<file path="src/rtl/lprd_pkg.sv">
`timescale 1ns / 1ps
`default_nettype none
// ----------------------------------------------------------------------------
// lprd_pkg: shared types and constants of the record deframer
// Phase codes, result kinds, status codes, the result word layout and the
// four-byte magic that opens every record.
// ----------------------------------------------------------------------------
package lprd_pkg;

	typedef enum logic [2:0] {
		PH_MAGIC         = 3'd0,
		PH_LEN           = 3'd1,
		PH_PAYLOAD       = 3'd2,
		PH_COUNT         = 3'd3,
		PH_CLAIM_LEN     = 3'd4,
		PH_CLAIM_PAYLOAD = 3'd5,
		PH_DONE          = 3'd6,
		PH_ERROR         = 3'd7
	} phase_t;

	localparam logic [1:0] KIND_PAYLOAD = 2'd0;
	localparam logic [1:0] KIND_EMPTY   = 2'd1;
	localparam logic [1:0] KIND_STATUS  = 2'd2;

	localparam logic [1:0] ST_OK        = 2'd0;
	localparam logic [1:0] ST_BAD_MAGIC = 2'd1;
	localparam logic [1:0] ST_TRUNCATED = 2'd2;

	localparam logic [2:0] TAG_NONCE = 3'd0;
	localparam logic [2:0] TAG_CLAIM = 3'd4;

	// Result queue depth; two free entries are needed to take a word.
	localparam int RQ_DEPTH = 4;

	typedef struct packed {
		logic [1:0]  kind;
		logic [2:0]  tag;
		logic [31:0] claim;
		logic [7:0]  pbyte;
		logic        fend;
		logic [1:0]  status;
		logic        fin;
	} result_t;

	// Results that one accepted word pushes into the queue, in order.
	typedef struct packed {
		logic [1:0] cnt;
		result_t    first;
		result_t    second;
	} push_t;

	function automatic logic [7:0] magic_byte(input logic [1:0] idx);
		logic [7:0] b;
		case (idx)
			2'd0:    b = 8'h4C;
			2'd1:    b = 8'h4B;
			2'd2:    b = 8'h50;
			default: b = 8'h32;
		endcase
		return b;
	endfunction

endpackage
`default_nettype wire

</file>
<file path="src/rtl/length_prefixed_record_deframer_unit.sv">
`timescale 1ns / 1ps
`default_nettype none
// ----------------------------------------------------------------------------
// length_prefixed_record_deframer_unit: byte-wide record deframer
// Checks the magic, walks four length-prefixed fields and a counted list of
// length-prefixed claims, and emits tagged payload bytes, empty markers and a
// final status per blob.
//
//   channel   handshake                  payload
//   input     data_valid / data_ready    data_byte, last
//   result    result_valid / result_ready result_kind .. is_final
//
// One word is taken per cycle while data_ready is high; its results are
// registered in a four-entry result queue and appear on the result channel
// from the next cycle on. A word with last set yields up to two results, so
// the result channel (one result per cycle while result_ready is high) sets
// the sustained rate when many blobs are short. data_ready is high while the
// queue has two free entries; it depends only on registered state. Reset
// returns the parser to the magic check and empties the queue.
// ----------------------------------------------------------------------------
module length_prefixed_record_deframer_unit (
	input  wire logic        clk,
	input  wire logic        arst_n,
	input  wire logic        data_valid,
	output logic             data_ready,
	input  wire logic [7:0]  data_byte,
	input  wire logic        last,
	output logic             result_valid,
	input  wire logic        result_ready,
	output logic [1:0]       result_kind,
	output logic [2:0]       field_tag,
	output logic [31:0]      claim_number,
	output logic [7:0]       payload_byte,
	output logic             field_end,
	output logic [1:0]       status,
	output logic             is_final
);

	lprd_pkg::push_t   push;
	lprd_pkg::result_t rdata;
	logic              acc;

	assign acc = data_valid && data_ready;

	lprd_parser u_parser (
		.clk       (clk),
		.arst_n    (arst_n),
		.acc       (acc),
		.data_byte (data_byte),
		.last      (last),
		.push      (push)
	);

	lprd_result_queue u_queue (
		.clk    (clk),
		.arst_n (arst_n),
		.push   (push),
		.room   (data_ready),
		.rvalid (result_valid),
		.rready (result_ready),
		.rdata  (rdata)
	);

	assign result_kind  = rdata.kind;
	assign field_tag    = rdata.tag;
	assign claim_number = rdata.claim;
	assign payload_byte = rdata.pbyte;
	assign field_end    = rdata.fend;
	assign status       = rdata.status;
	assign is_final     = rdata.fin;

endmodule
`default_nettype wire

</file>
<file path="src/rtl/lprd_parser.sv">
`timescale 1ns / 1ps
`default_nettype none
// ----------------------------------------------------------------------------
// lprd_parser: record parsing state and per-word result generation
// Holds the parse state and, for the word being accepted, works out the next
// state and the payload, marker and status results it causes.
// ----------------------------------------------------------------------------
module lprd_parser (
	input  wire logic           clk,
	input  wire logic           arst_n,
	input  wire logic           acc,
	input  wire logic [7:0]     data_byte,
	input  wire logic           last,
	output lprd_pkg::push_t     push
);

	lprd_pkg::phase_t phase_q, phase_d;
	logic [1:0]  pcnt_q, pcnt_d;
	logic [23:0] lacc_q, lacc_d;
	logic [31:0] brem_q, brem_d;
	logic [2:0]  cfield_q, cfield_d;
	logic [31:0] ctotal_q, ctotal_d;
	logic [31:0] ccnt_q, ccnt_d;

	logic [31:0] acc_word;
	logic [31:0] rem;
	logic [31:0] ccnt_inc;
	logic [2:0]  cfield_inc;
	logic [31:0] claim_cur;
	logic        item_end;
	logic        prim_v;
	lprd_pkg::result_t prim;
	lprd_pkg::result_t stat;

	assign acc_word   = {lacc_q, data_byte};
	assign rem        = brem_q - 32'd1;
	assign ccnt_inc   = ccnt_q + 32'd1;
	assign cfield_inc = cfield_q + 3'd1;
	assign claim_cur  = (cfield_q == lprd_pkg::TAG_CLAIM) ? ccnt_q : 32'd0;
	assign item_end   = prim_v && prim.fend;

	// Payload byte or empty marker produced by the word at the input.
	always_comb begin
		prim_v = 1'b0;
		prim   = '0;
		unique case (phase_q) inside
			lprd_pkg::PH_LEN, lprd_pkg::PH_CLAIM_LEN: begin
				if (pcnt_q == 2'd3 && acc_word == 32'd0) begin
					prim_v     = 1'b1;
					prim.kind  = lprd_pkg::KIND_EMPTY;
					prim.tag   = cfield_q;
					prim.claim = claim_cur;
					prim.fend  = 1'b1;
				end
			end
			lprd_pkg::PH_PAYLOAD, lprd_pkg::PH_CLAIM_PAYLOAD: begin
				prim_v     = 1'b1;
				prim.kind  = lprd_pkg::KIND_PAYLOAD;
				prim.tag   = cfield_q;
				prim.claim = claim_cur;
				prim.pbyte = data_byte;
				prim.fend  = (rem == 32'd0);
			end
			default: begin
				// No payload or marker in the other phases.
			end
		endcase
	end

	always_comb begin
		phase_d  = phase_q;
		pcnt_d   = pcnt_q;
		lacc_d   = lacc_q;
		brem_d   = brem_q;
		cfield_d = cfield_q;
		ctotal_d = ctotal_q;
		ccnt_d   = ccnt_q;

		unique case (phase_q) inside
			lprd_pkg::PH_MAGIC: begin
				if (data_byte != lprd_pkg::magic_byte(pcnt_q)) begin
					phase_d = lprd_pkg::PH_ERROR;
				end else if (pcnt_q == 2'd3) begin
					pcnt_d   = 2'd0;
					lacc_d   = '0;
					cfield_d = lprd_pkg::TAG_NONCE;
					phase_d  = lprd_pkg::PH_LEN;
				end else begin
					pcnt_d = pcnt_q + 2'd1;
				end
			end
			lprd_pkg::PH_LEN, lprd_pkg::PH_CLAIM_LEN, lprd_pkg::PH_COUNT: begin
				if (pcnt_q != 2'd3) begin
					lacc_d = acc_word[23:0];
					pcnt_d = pcnt_q + 2'd1;
				end else begin
					pcnt_d = 2'd0;
					lacc_d = '0;
					if (phase_q == lprd_pkg::PH_COUNT) begin
						ctotal_d = acc_word;
						ccnt_d   = '0;
						phase_d  = (acc_word == 32'd0) ? lprd_pkg::PH_DONE
						                                : lprd_pkg::PH_CLAIM_LEN;
					end else if (acc_word != 32'd0) begin
						brem_d  = acc_word;
						phase_d = (phase_q == lprd_pkg::PH_LEN) ? lprd_pkg::PH_PAYLOAD
						                                         : lprd_pkg::PH_CLAIM_PAYLOAD;
					end
				end
			end
			lprd_pkg::PH_PAYLOAD, lprd_pkg::PH_CLAIM_PAYLOAD: begin
				brem_d = rem;
			end
			default: begin
				// Record complete or in error: the word is dropped.
			end
		endcase

		// A field or claim has ended: move on to the next one.
		if (item_end) begin
			pcnt_d = 2'd0;
			lacc_d = '0;
			if (phase_q == lprd_pkg::PH_LEN || phase_q == lprd_pkg::PH_PAYLOAD) begin
				if (cfield_inc >= 3'd4) begin
					cfield_d = lprd_pkg::TAG_CLAIM;
					phase_d  = lprd_pkg::PH_COUNT;
				end else begin
					cfield_d = cfield_inc;
					phase_d  = lprd_pkg::PH_LEN;
				end
			end else begin
				ccnt_d  = ccnt_inc;
				phase_d = (ccnt_inc == ctotal_q) ? lprd_pkg::PH_DONE
				                                 : lprd_pkg::PH_CLAIM_LEN;
			end
		end
	end

	always_comb begin
		stat      = '0;
		stat.kind = lprd_pkg::KIND_STATUS;
		stat.fin  = 1'b1;
		unique case (phase_d) inside
			lprd_pkg::PH_DONE:                      stat.status = lprd_pkg::ST_OK;
			lprd_pkg::PH_ERROR, lprd_pkg::PH_MAGIC: stat.status = lprd_pkg::ST_BAD_MAGIC;
			default:                                stat.status = lprd_pkg::ST_TRUNCATED;
		endcase
	end

	always_comb begin
		push.first  = prim_v ? prim : stat;
		push.second = stat;
		if (!acc) begin
			push.cnt = 2'd0;
		end else begin
			push.cnt = {1'b0, prim_v} + {1'b0, last};
		end
	end

	always_ff @(posedge clk or negedge arst_n) begin
		if (!arst_n) begin
			phase_q  <= lprd_pkg::PH_MAGIC;
			pcnt_q   <= '0;
			lacc_q   <= '0;
			brem_q   <= '0;
			cfield_q <= '0;
			ctotal_q <= '0;
			ccnt_q   <= '0;
		end else if (acc) begin
			if (last) begin
				// The blob closes: start over for the next one.
				phase_q  <= lprd_pkg::PH_MAGIC;
				pcnt_q   <= '0;
				lacc_q   <= '0;
				brem_q   <= '0;
				cfield_q <= '0;
				ctotal_q <= '0;
				ccnt_q   <= '0;
			end else begin
				phase_q  <= phase_d;
				pcnt_q   <= pcnt_d;
				lacc_q   <= lacc_d;
				brem_q   <= brem_d;
				cfield_q <= cfield_d;
				ctotal_q <= ctotal_d;
				ccnt_q   <= ccnt_d;
			end
		end
	end

	a_last_restarts: assert property (@(posedge clk) disable iff (!arst_n)
		(acc && last) |=> (phase_q == lprd_pkg::PH_MAGIC))
		else $error("parser did not restart after the last word");

	a_payload_nonzero: assert property (@(posedge clk) disable iff (!arst_n)
		(phase_q == lprd_pkg::PH_PAYLOAD || phase_q == lprd_pkg::PH_CLAIM_PAYLOAD)
		|-> (brem_q != 32'd0))
		else $error("payload phase with nothing remaining");

	a_field_range: assert property (@(posedge clk) disable iff (!arst_n)
		(cfield_q <= lprd_pkg::TAG_CLAIM))
		else $error("field tag out of range");

endmodule
`default_nettype wire

</file>
<file path="src/rtl/lprd_result_queue.sv">
`timescale 1ns / 1ps
`default_nettype none
// ----------------------------------------------------------------------------
// lprd_result_queue: small queue of finished results
// Takes up to two results per cycle from the parser and hands them out one
// per cycle on the result channel while rready is high.
// ----------------------------------------------------------------------------
module lprd_result_queue (
	input  wire logic              clk,
	input  wire logic              arst_n,
	input  wire lprd_pkg::push_t   push,
	output logic                   room,
	output logic                   rvalid,
	input  wire logic              rready,
	output lprd_pkg::result_t      rdata
);

	localparam int PW = $clog2(lprd_pkg::RQ_DEPTH);
	localparam int CW = $clog2(lprd_pkg::RQ_DEPTH + 1);

	lprd_pkg::result_t ent_q [lprd_pkg::RQ_DEPTH];
	logic [PW-1:0] wp_q;
	logic [PW-1:0] rp_q;
	logic [CW-1:0] count_q;
	logic [PW-1:0] wp_nx1;
	logic          pop;

	assign pop    = rvalid && rready;
	assign rvalid = (count_q != '0);
	assign rdata  = ent_q[rp_q];
	assign room   = (count_q <= CW'(lprd_pkg::RQ_DEPTH - 2));
	assign wp_nx1 = wp_q + PW'(1);

	always_ff @(posedge clk) begin
		if (push.cnt != 2'd0) begin
			ent_q[wp_q] <= push.first;
		end
		if (push.cnt == 2'd2) begin
			ent_q[wp_nx1] <= push.second;
		end
	end

	always_ff @(posedge clk or negedge arst_n) begin
		if (!arst_n) begin
			wp_q    <= '0;
			rp_q    <= '0;
			count_q <= '0;
		end else begin
			wp_q    <= wp_q + PW'(push.cnt);
			rp_q    <= rp_q + PW'(pop);
			count_q <= count_q + CW'(push.cnt) - CW'(pop);
		end
	end

	a_no_overflow: assert property (@(posedge clk) disable iff (!arst_n)
		(push.cnt != 2'd0) |-> (count_q <= CW'(lprd_pkg::RQ_DEPTH - 2)))
		else $error("result queue pushed without room");

	a_pop_drains: assert property (@(posedge clk) disable iff (!arst_n)
		(pop && push.cnt == 2'd0) |=> (count_q == $past(count_q) - CW'(1)))
		else $error("result queue count did not fall on a pop");

	a_depth: assert property (@(posedge clk) disable iff (!arst_n)
		(count_q <= CW'(lprd_pkg::RQ_DEPTH)))
		else $error("result queue count beyond depth");

endmodule
`default_nettype wire
</file>
<file path="config.mk">
export PLATFORM = sky130hd
export DESIGN_NAME = length_prefixed_record_deframer_unit
export DESIGN_NICKNAME = d
export VERILOG_FILES = /design/src/rtl/lprd_pkg.sv /design/src/rtl/length_prefixed_record_deframer_unit.sv /design/src/rtl/lprd_parser.sv /design/src/rtl/lprd_result_queue.sv
export SDC_FILE = /design/constraint.sdc
export NUM_CORES = 1
export LEC_CHECK = 0
export ABC_AREA = 1
export BUFFER_PORTS_ARGS = -buffer_cell sky130_fd_sc_hd__buf_2
export CORE_UTILIZATION = 47
export CTS_CLUSTER_DIAMETER = 120
export CTS_CLUSTER_SIZE = 25
export DETAILED_ROUTE_END_ITERATION = 16
export SYNTH_ARGS = -nofsm -noshare
export SYNTH_HDL_FRONTEND = slang
export SYNTH_SLANG_ARGS = --single-unit
</file>
<file path="constraint.sdc">
create_clock -name clk -period 6 [get_ports clk]
set_clock_uncertainty 0.05 [all_clocks]
set_input_delay 0.3 -clock clk [delete_from_list [all_inputs] [get_ports clk]]
set_output_delay 0.3 -clock clk [all_outputs]
set_load 0.05 [all_outputs]
</file>
# Yosys cells after proc, flatten, opt, wreduce, memory -nomap -nowiden
# Memory sizes are Yosys's and may differ from the RTL's.
# Cells that the tools add are included.
# op_classes
reduce_logical,25
magnitude_cmp,2
add_sub_neg,10
eq_ne,21
muxes,63
# ops
op,count
32-bit two-way mux,15
24-bit two-way mux,5
37-bit one-hot mux with 2 select lines,1
32-bit zero test,2
32-bit one-hot mux with 2 select lines,1
49-bit two-way mux,1
3-bit two-way mux,16
24-bit one-hot mux with 2 select lines,1
36-bit two-way mux,1
"32-bit by 1-bit adder with 32-bit output, second input constant",1
32-bit equality test,1
32-bit nonzero test,1
"32-bit by 1-bit subtractor with 32-bit output, second input constant",1
7-bit one-hot mux with 3 select lines,1
2-bit two-way mux,9
8-bit two-way mux,2
"3-bit equality test, second input constant",5
"4-bit by 3-bit != test with 1-bit output, second input constant",2
8-bit != test,1
2-bit one-hot mux with 2 select lines,2
4-bit AND reduction,2
"2-bit equality test, second input constant",3
"3-bit by 2-bit equality test with 1-bit output, second input constant",2
3-bit zero test,2
27 further kinds,43
# totals
ramBits,196
elab_cells,132
inputBits,13
n_memories,1
output_inout_bits,51
reg_bits,135
# memory_table
memory,depth,width,rd,rd_ports_with_merged_regs,write_ports,line_no,source
u_queue.ent_q,4,49,1,0,2,lprd_result_queue.sv:21,lprd_pkg::result_t ent_q [lprd_pkg::RQ_DEPTH];

# Longest topological paths before layout
# logic_depth
word_depth,11
depth_mapped,22
ltp_nobuf,20

# Modules after synthesis
# Synthesis repeated with hierarchy kept, for this count alone.
# unflattened
hier_cells,2669
hier_area_um2,20259.4
# modules_own_cells
mod,cells_per_inst,area_per_inst_um2,seq_area_each_um2,instances
lprd_parser,1603,10326.2,3203.1,1
lprd_result_queue,1064,9925.8,6060.8,1
length_prefixed_record_deframer_unit,2,7.5,0.0,1

# Worst setup path before layout
# OpenSTA, ideal clock, no wires.
# synth_path
path_type,register -> register
startpoint,register u_parser.pcnt_q[0]
endpoint,register u_queue.count_q[2]
slack_ns,2.770
setup_time_ns,0.129
synth_period_minus_slack_ns,3.230
required_ns,5.821
arrival_time_ns,3.051
stages_incl_launch_ff,17
n_path_buf,3
cell_sequence,dfrtp_1 ha_1 clkbuf_1 inv_1 nor2_1 nand2_1 buf_2 nand2_1 buf_2 ha_1 inv_1 nor2_1 inv_1 ha_1 fa_1 xnor2_1 xor2_1
# synth_via
elab_chain_len,8
# synth_rtl
item,line_no,source
from (decl),lprd_parser.sv:18,"logic [1:0] pcnt_q, pcnt_d;"
from (signal assigned),lprd_parser.sv:181,pcnt_q <= pcnt_d;
2-bit equality test,lprd_parser.sv:48,if (pcnt_q == 2'd3 && acc_word == 32'd0) begin
1-bit logical AND,lprd_parser.sv:48,
1-bit two-way mux,lprd_parser.sv:48,
1-bit one-hot mux with 2 select lines,lprd_parser.sv:46,unique case (phase_q) inside
1-bit by 1-bit adder with 2-bit output,lprd_parser.sv:156,"push.cnt = {1'b0, prim_v} + {1'b0, last};"
2-bit two-way mux,lprd_parser.sv:153,if (!acc) begin
3-bit by 2-bit adder with 3-bit output,lprd_result_queue.sv:51,count_q <= count_q + CW'(push.cnt) - CW'(pop);
3-bit by 1-bit subtractor with 3-bit output,lprd_result_queue.sv:51,
to (signal assigned),lprd_result_queue.sv:51,
to (decl),lprd_result_queue.sv:24,logic [CW-1:0] count_q;
# Every way passes these cells.
# A chain may end at the register's enable or synchronous reset.

==> qor.txt <==
Worst Path Max Fanout - 47
WS Path Type - reg2reg
Psw - 5.48 mW
R2R depth - 19
Max clock buf depth - 3
antenna viol nets, final - 0
Storage cell area - 0.00730 mm²
Setup Total Neg Slack - 0 ps
proportion of layout cells with a drive suffix above 1 - 0.0819
CTS tree - done
Vias - 16591
RSZ-0062 raised after global routing - no
hpwl dp - 35.3 mm
syn_nets - 2494
Total Routing Usage GR - 0.275
DR WL/cell - 18.4 µm
final design utilization - 0.505
CP Launch Type - flip-flop
Root Buffer - clkbuf_16
placed instance area - 0.0180 mm²
vias per std cell - 5.74
most frequent cells in the layout - nand2_1, o21ai_0, nand3_1
Area growth, synth to finish - 5.41%
DRC viols - 0
drt total wl - 53.3 mm
Final GP Congestion - 0.903
Crit path required time - 6350 ps
Hold Path Depth - 3
Slew @ Worst Pin - 1140 ps
Multi-input gate area - 0.00900 mm²
most common cell after layout, fill and taps aside - nand2_1
Syn Std Cell Area - 0.0176 mm²
Initial Util - 0.479
yosys warns - 0
r2r endpoint - u_queue.ent_q[2][2]
clock power share - 0.127
Final #Nets - 2442
FP Rows - 70
MaxCap Viol Count - 0
die height - 195 µm
H-tree depth - 1
clock latency on the worst-skew pair - 540 ps
number of I/O pins - 64
initial antenna violation count - 0
Seq/Total Area, Yosys - 0.415
gr ovfl total - 0
first-pass GRT wire length - 84.5 mm
register bit count reported by yosys - 327
Worst setup EP type - flip-flop
Post-Place Worst Slack - 1380 ps
Core Area - 0.0367 mm²
Sw Share - 0.531
iteration count of the initial detailed-routing pass - 6
Port Buf Inserts - 63
worst hold-check path type - in2reg
hold path startpoint - data_byte[3]
CTS buffer count - 17
CTS sink cnt - 327
design area - 0.0185 mm²
f_max - 0.214 GHz
Syn Area/Cell - 7.14 µm²
vias in the first global route - 15122
PwrDens - 557 mW/mm²
setup bufs post-CTS - 0
Die Wd - 195 µm
Initial DRC Count - 1203
Combinational Power Share - 0.566
Final Hold Viols - 0
Max Transition Viols Final - 0
Reg power frac - 0.307
Clock transition at path regs - 110 ps
Setup WS post-layout - 1320 ps
Pwr Total - 10.3 mW
flop2flop setup slack - 1320 ps
die area - 0.0382 mm²
synth unique cells - 49
r2r startpoint - u_parser.lacc_q[8]
outcome - completed
Setup Viol. Count Final - 0
hold endpoint - u_parser.lacc_q[3]
Final Critical Period - 4680 ps
peak supply drop - 0.000349 V
Static Leak - 7.76 nW
largest net degree at the start of global routing - 99
fill cell count - 3660
cells after synthesis - 2462
fin crit share - 0.779
Rel. slew slack - 0.237
cell-internal power - 4.84 mW
crit path DAT - 5030 ps
## synthesized netlist by cell type, drive strengths merged
master | count | area share
a22oi | 1 | 0.00043
dfrtp | 135 | 0.19
xnor3 | 2 | 0.0026
ha | 18 | 0.013
clkinv | 2 | 0.00043
buf | 40 | 0.013
nand3b | 3 | 0.0013
a21oi | 22 | 0.0063
o32ai | 5 | 0.0025
a31oi | 3 | 0.0011
nor3 | 8 | 0.0023
or2 | 3 | 0.0011
a21boi | 1 | 0.00043
o2111ai | 1 | 0.00050
inv | 172 | 0.037
o31ai | 1 | 0.00043
clkbuf | 117 | 0.025
nand2 | 471 | 0.11
xor2 | 20 | 0.010
fa | 1 | 0.0011
nand3 | 393 | 0.11
and3 | 1 | 0.00036
nand4 | 17 | 0.0060
o21ai | 423 | 0.12
nor2 | 290 | 0.069
o211ai | 32 | 0.014
o22ai | 80 | 0.028
mux2i | 2 | 0.0011
xnor2 | 6 | 0.0030
edfxtp | 8 | 0.014
dfxtp | 184 | 0.21
## repair_timing
| item | in CTS | in global routing |
|---|---|---|
| endpoints found under the hold margin | 61 | 0 |
| gates resized for setup | 0 | 0 |
| hold buffers | 1 | 0 |
## logic make-up (layout without fill, tap and decap cells)
family,count (synthesis),after routing,share of synthesized area
muxes,2,2,0.00114
other,0,1,0
xor gates and xnor gates,28,28,0.0159
AOI/OAI and AO/OA,569,569,0.179
DFF,327,327,0.415
and+or+nand+nor,1186,1186,0.300
adders and majority gates,19,19,0.0139
buffers and inverters,331,288,0.0751
## per-stage QoR
step | std cells | hold WS, ps
finish | 2888 | 57.7
CTS | 2887 | 49.6
detailed placement | 2858 | 277
global placement | 2858 | 281
floorplan | 2462 | -45.6
global route | 2887 | 58.7
## worst max-delay path by stage
stage | depth (start not counted) | from | to
after floorplan | 16 | u_parser.pcnt_q[0] | u_queue.count_q[2]
after global placement | 19 | u_parser.lacc_q[8] | u_queue.ent_q[2][1]
after detailed placement | 19 | u_parser.lacc_q[8] | u_queue.ent_q[2][1]
after CTS | 19 | u_parser.lacc_q[8] | u_queue.ent_q[2][2]
after global routing | 19 | u_parser.lacc_q[8] | u_queue.ent_q[1][29]
final | 19 | u_parser.lacc_q[8] | u_queue.ent_q[2][2]
## cell type report
cell class                      count  area share
Antenna cell                        1    0.000135
Tap cell                          468      0.0316
Sequential cell                   327       0.394
Clock inverter                      4     0.00209
Clock buffer                       24      0.0244
Inverter                          174      0.0355
Timing Repair Buffer               86      0.0268
Multi-Input combinational cell   1804       0.486
## state kept, by name, indices dropped and copies added, names as in the netlist
signal and count:
u_parser.brem_q 32, u_parser.lacc_q 24, u_parser.pcnt_q 2, u_parser.cfield_q 3, u_parser.ctotal_q 32, u_queue.ent_q 192, u_queue.rp_q 2, u_queue.wp_q 2
u_queue.count_q 3, u_parser.ccnt_q 32, u_parser.phase_q 3
## worst max-delay path, cell delays in order, from the launching register on
cell and delay, ps:
dfrtp_1 440, inv_1 90, nand2_1 60, nor3_1 230, nand3_1 200, nor2_1 230
inv_1 70, nor2_1 140, nand2_1 330, nand2_1 150, buf_4 370, ha_1 220
inv_1 40, nor2_1 220, inv_1 120, nor2_1 270, nand2_2 700, nand2_1 390
nand2_1 130, nor2_1 110
## layer usage
metal / GRT usage / routed length (µm)
met1: 0.382 / 24600
met2: 0.463 / 25000
met3: 0.0228 / 2550
met4: 0.0639 / 1100
met5: 0 / 0
## power groups by stage
stage	Sequential, mW	Combinational [mW]	Clock (mW)
after floorplan	3.02	4.52	0
after global placement	3.18	5.79	0
after detailed placement	3.19	5.80	0
after CTS	3.15	5.83	1.35
after global routing	3.22	6.45	1.41
final	3.16	5.84	1.31
Note: power is estimated with default switching activity, not from simulation.
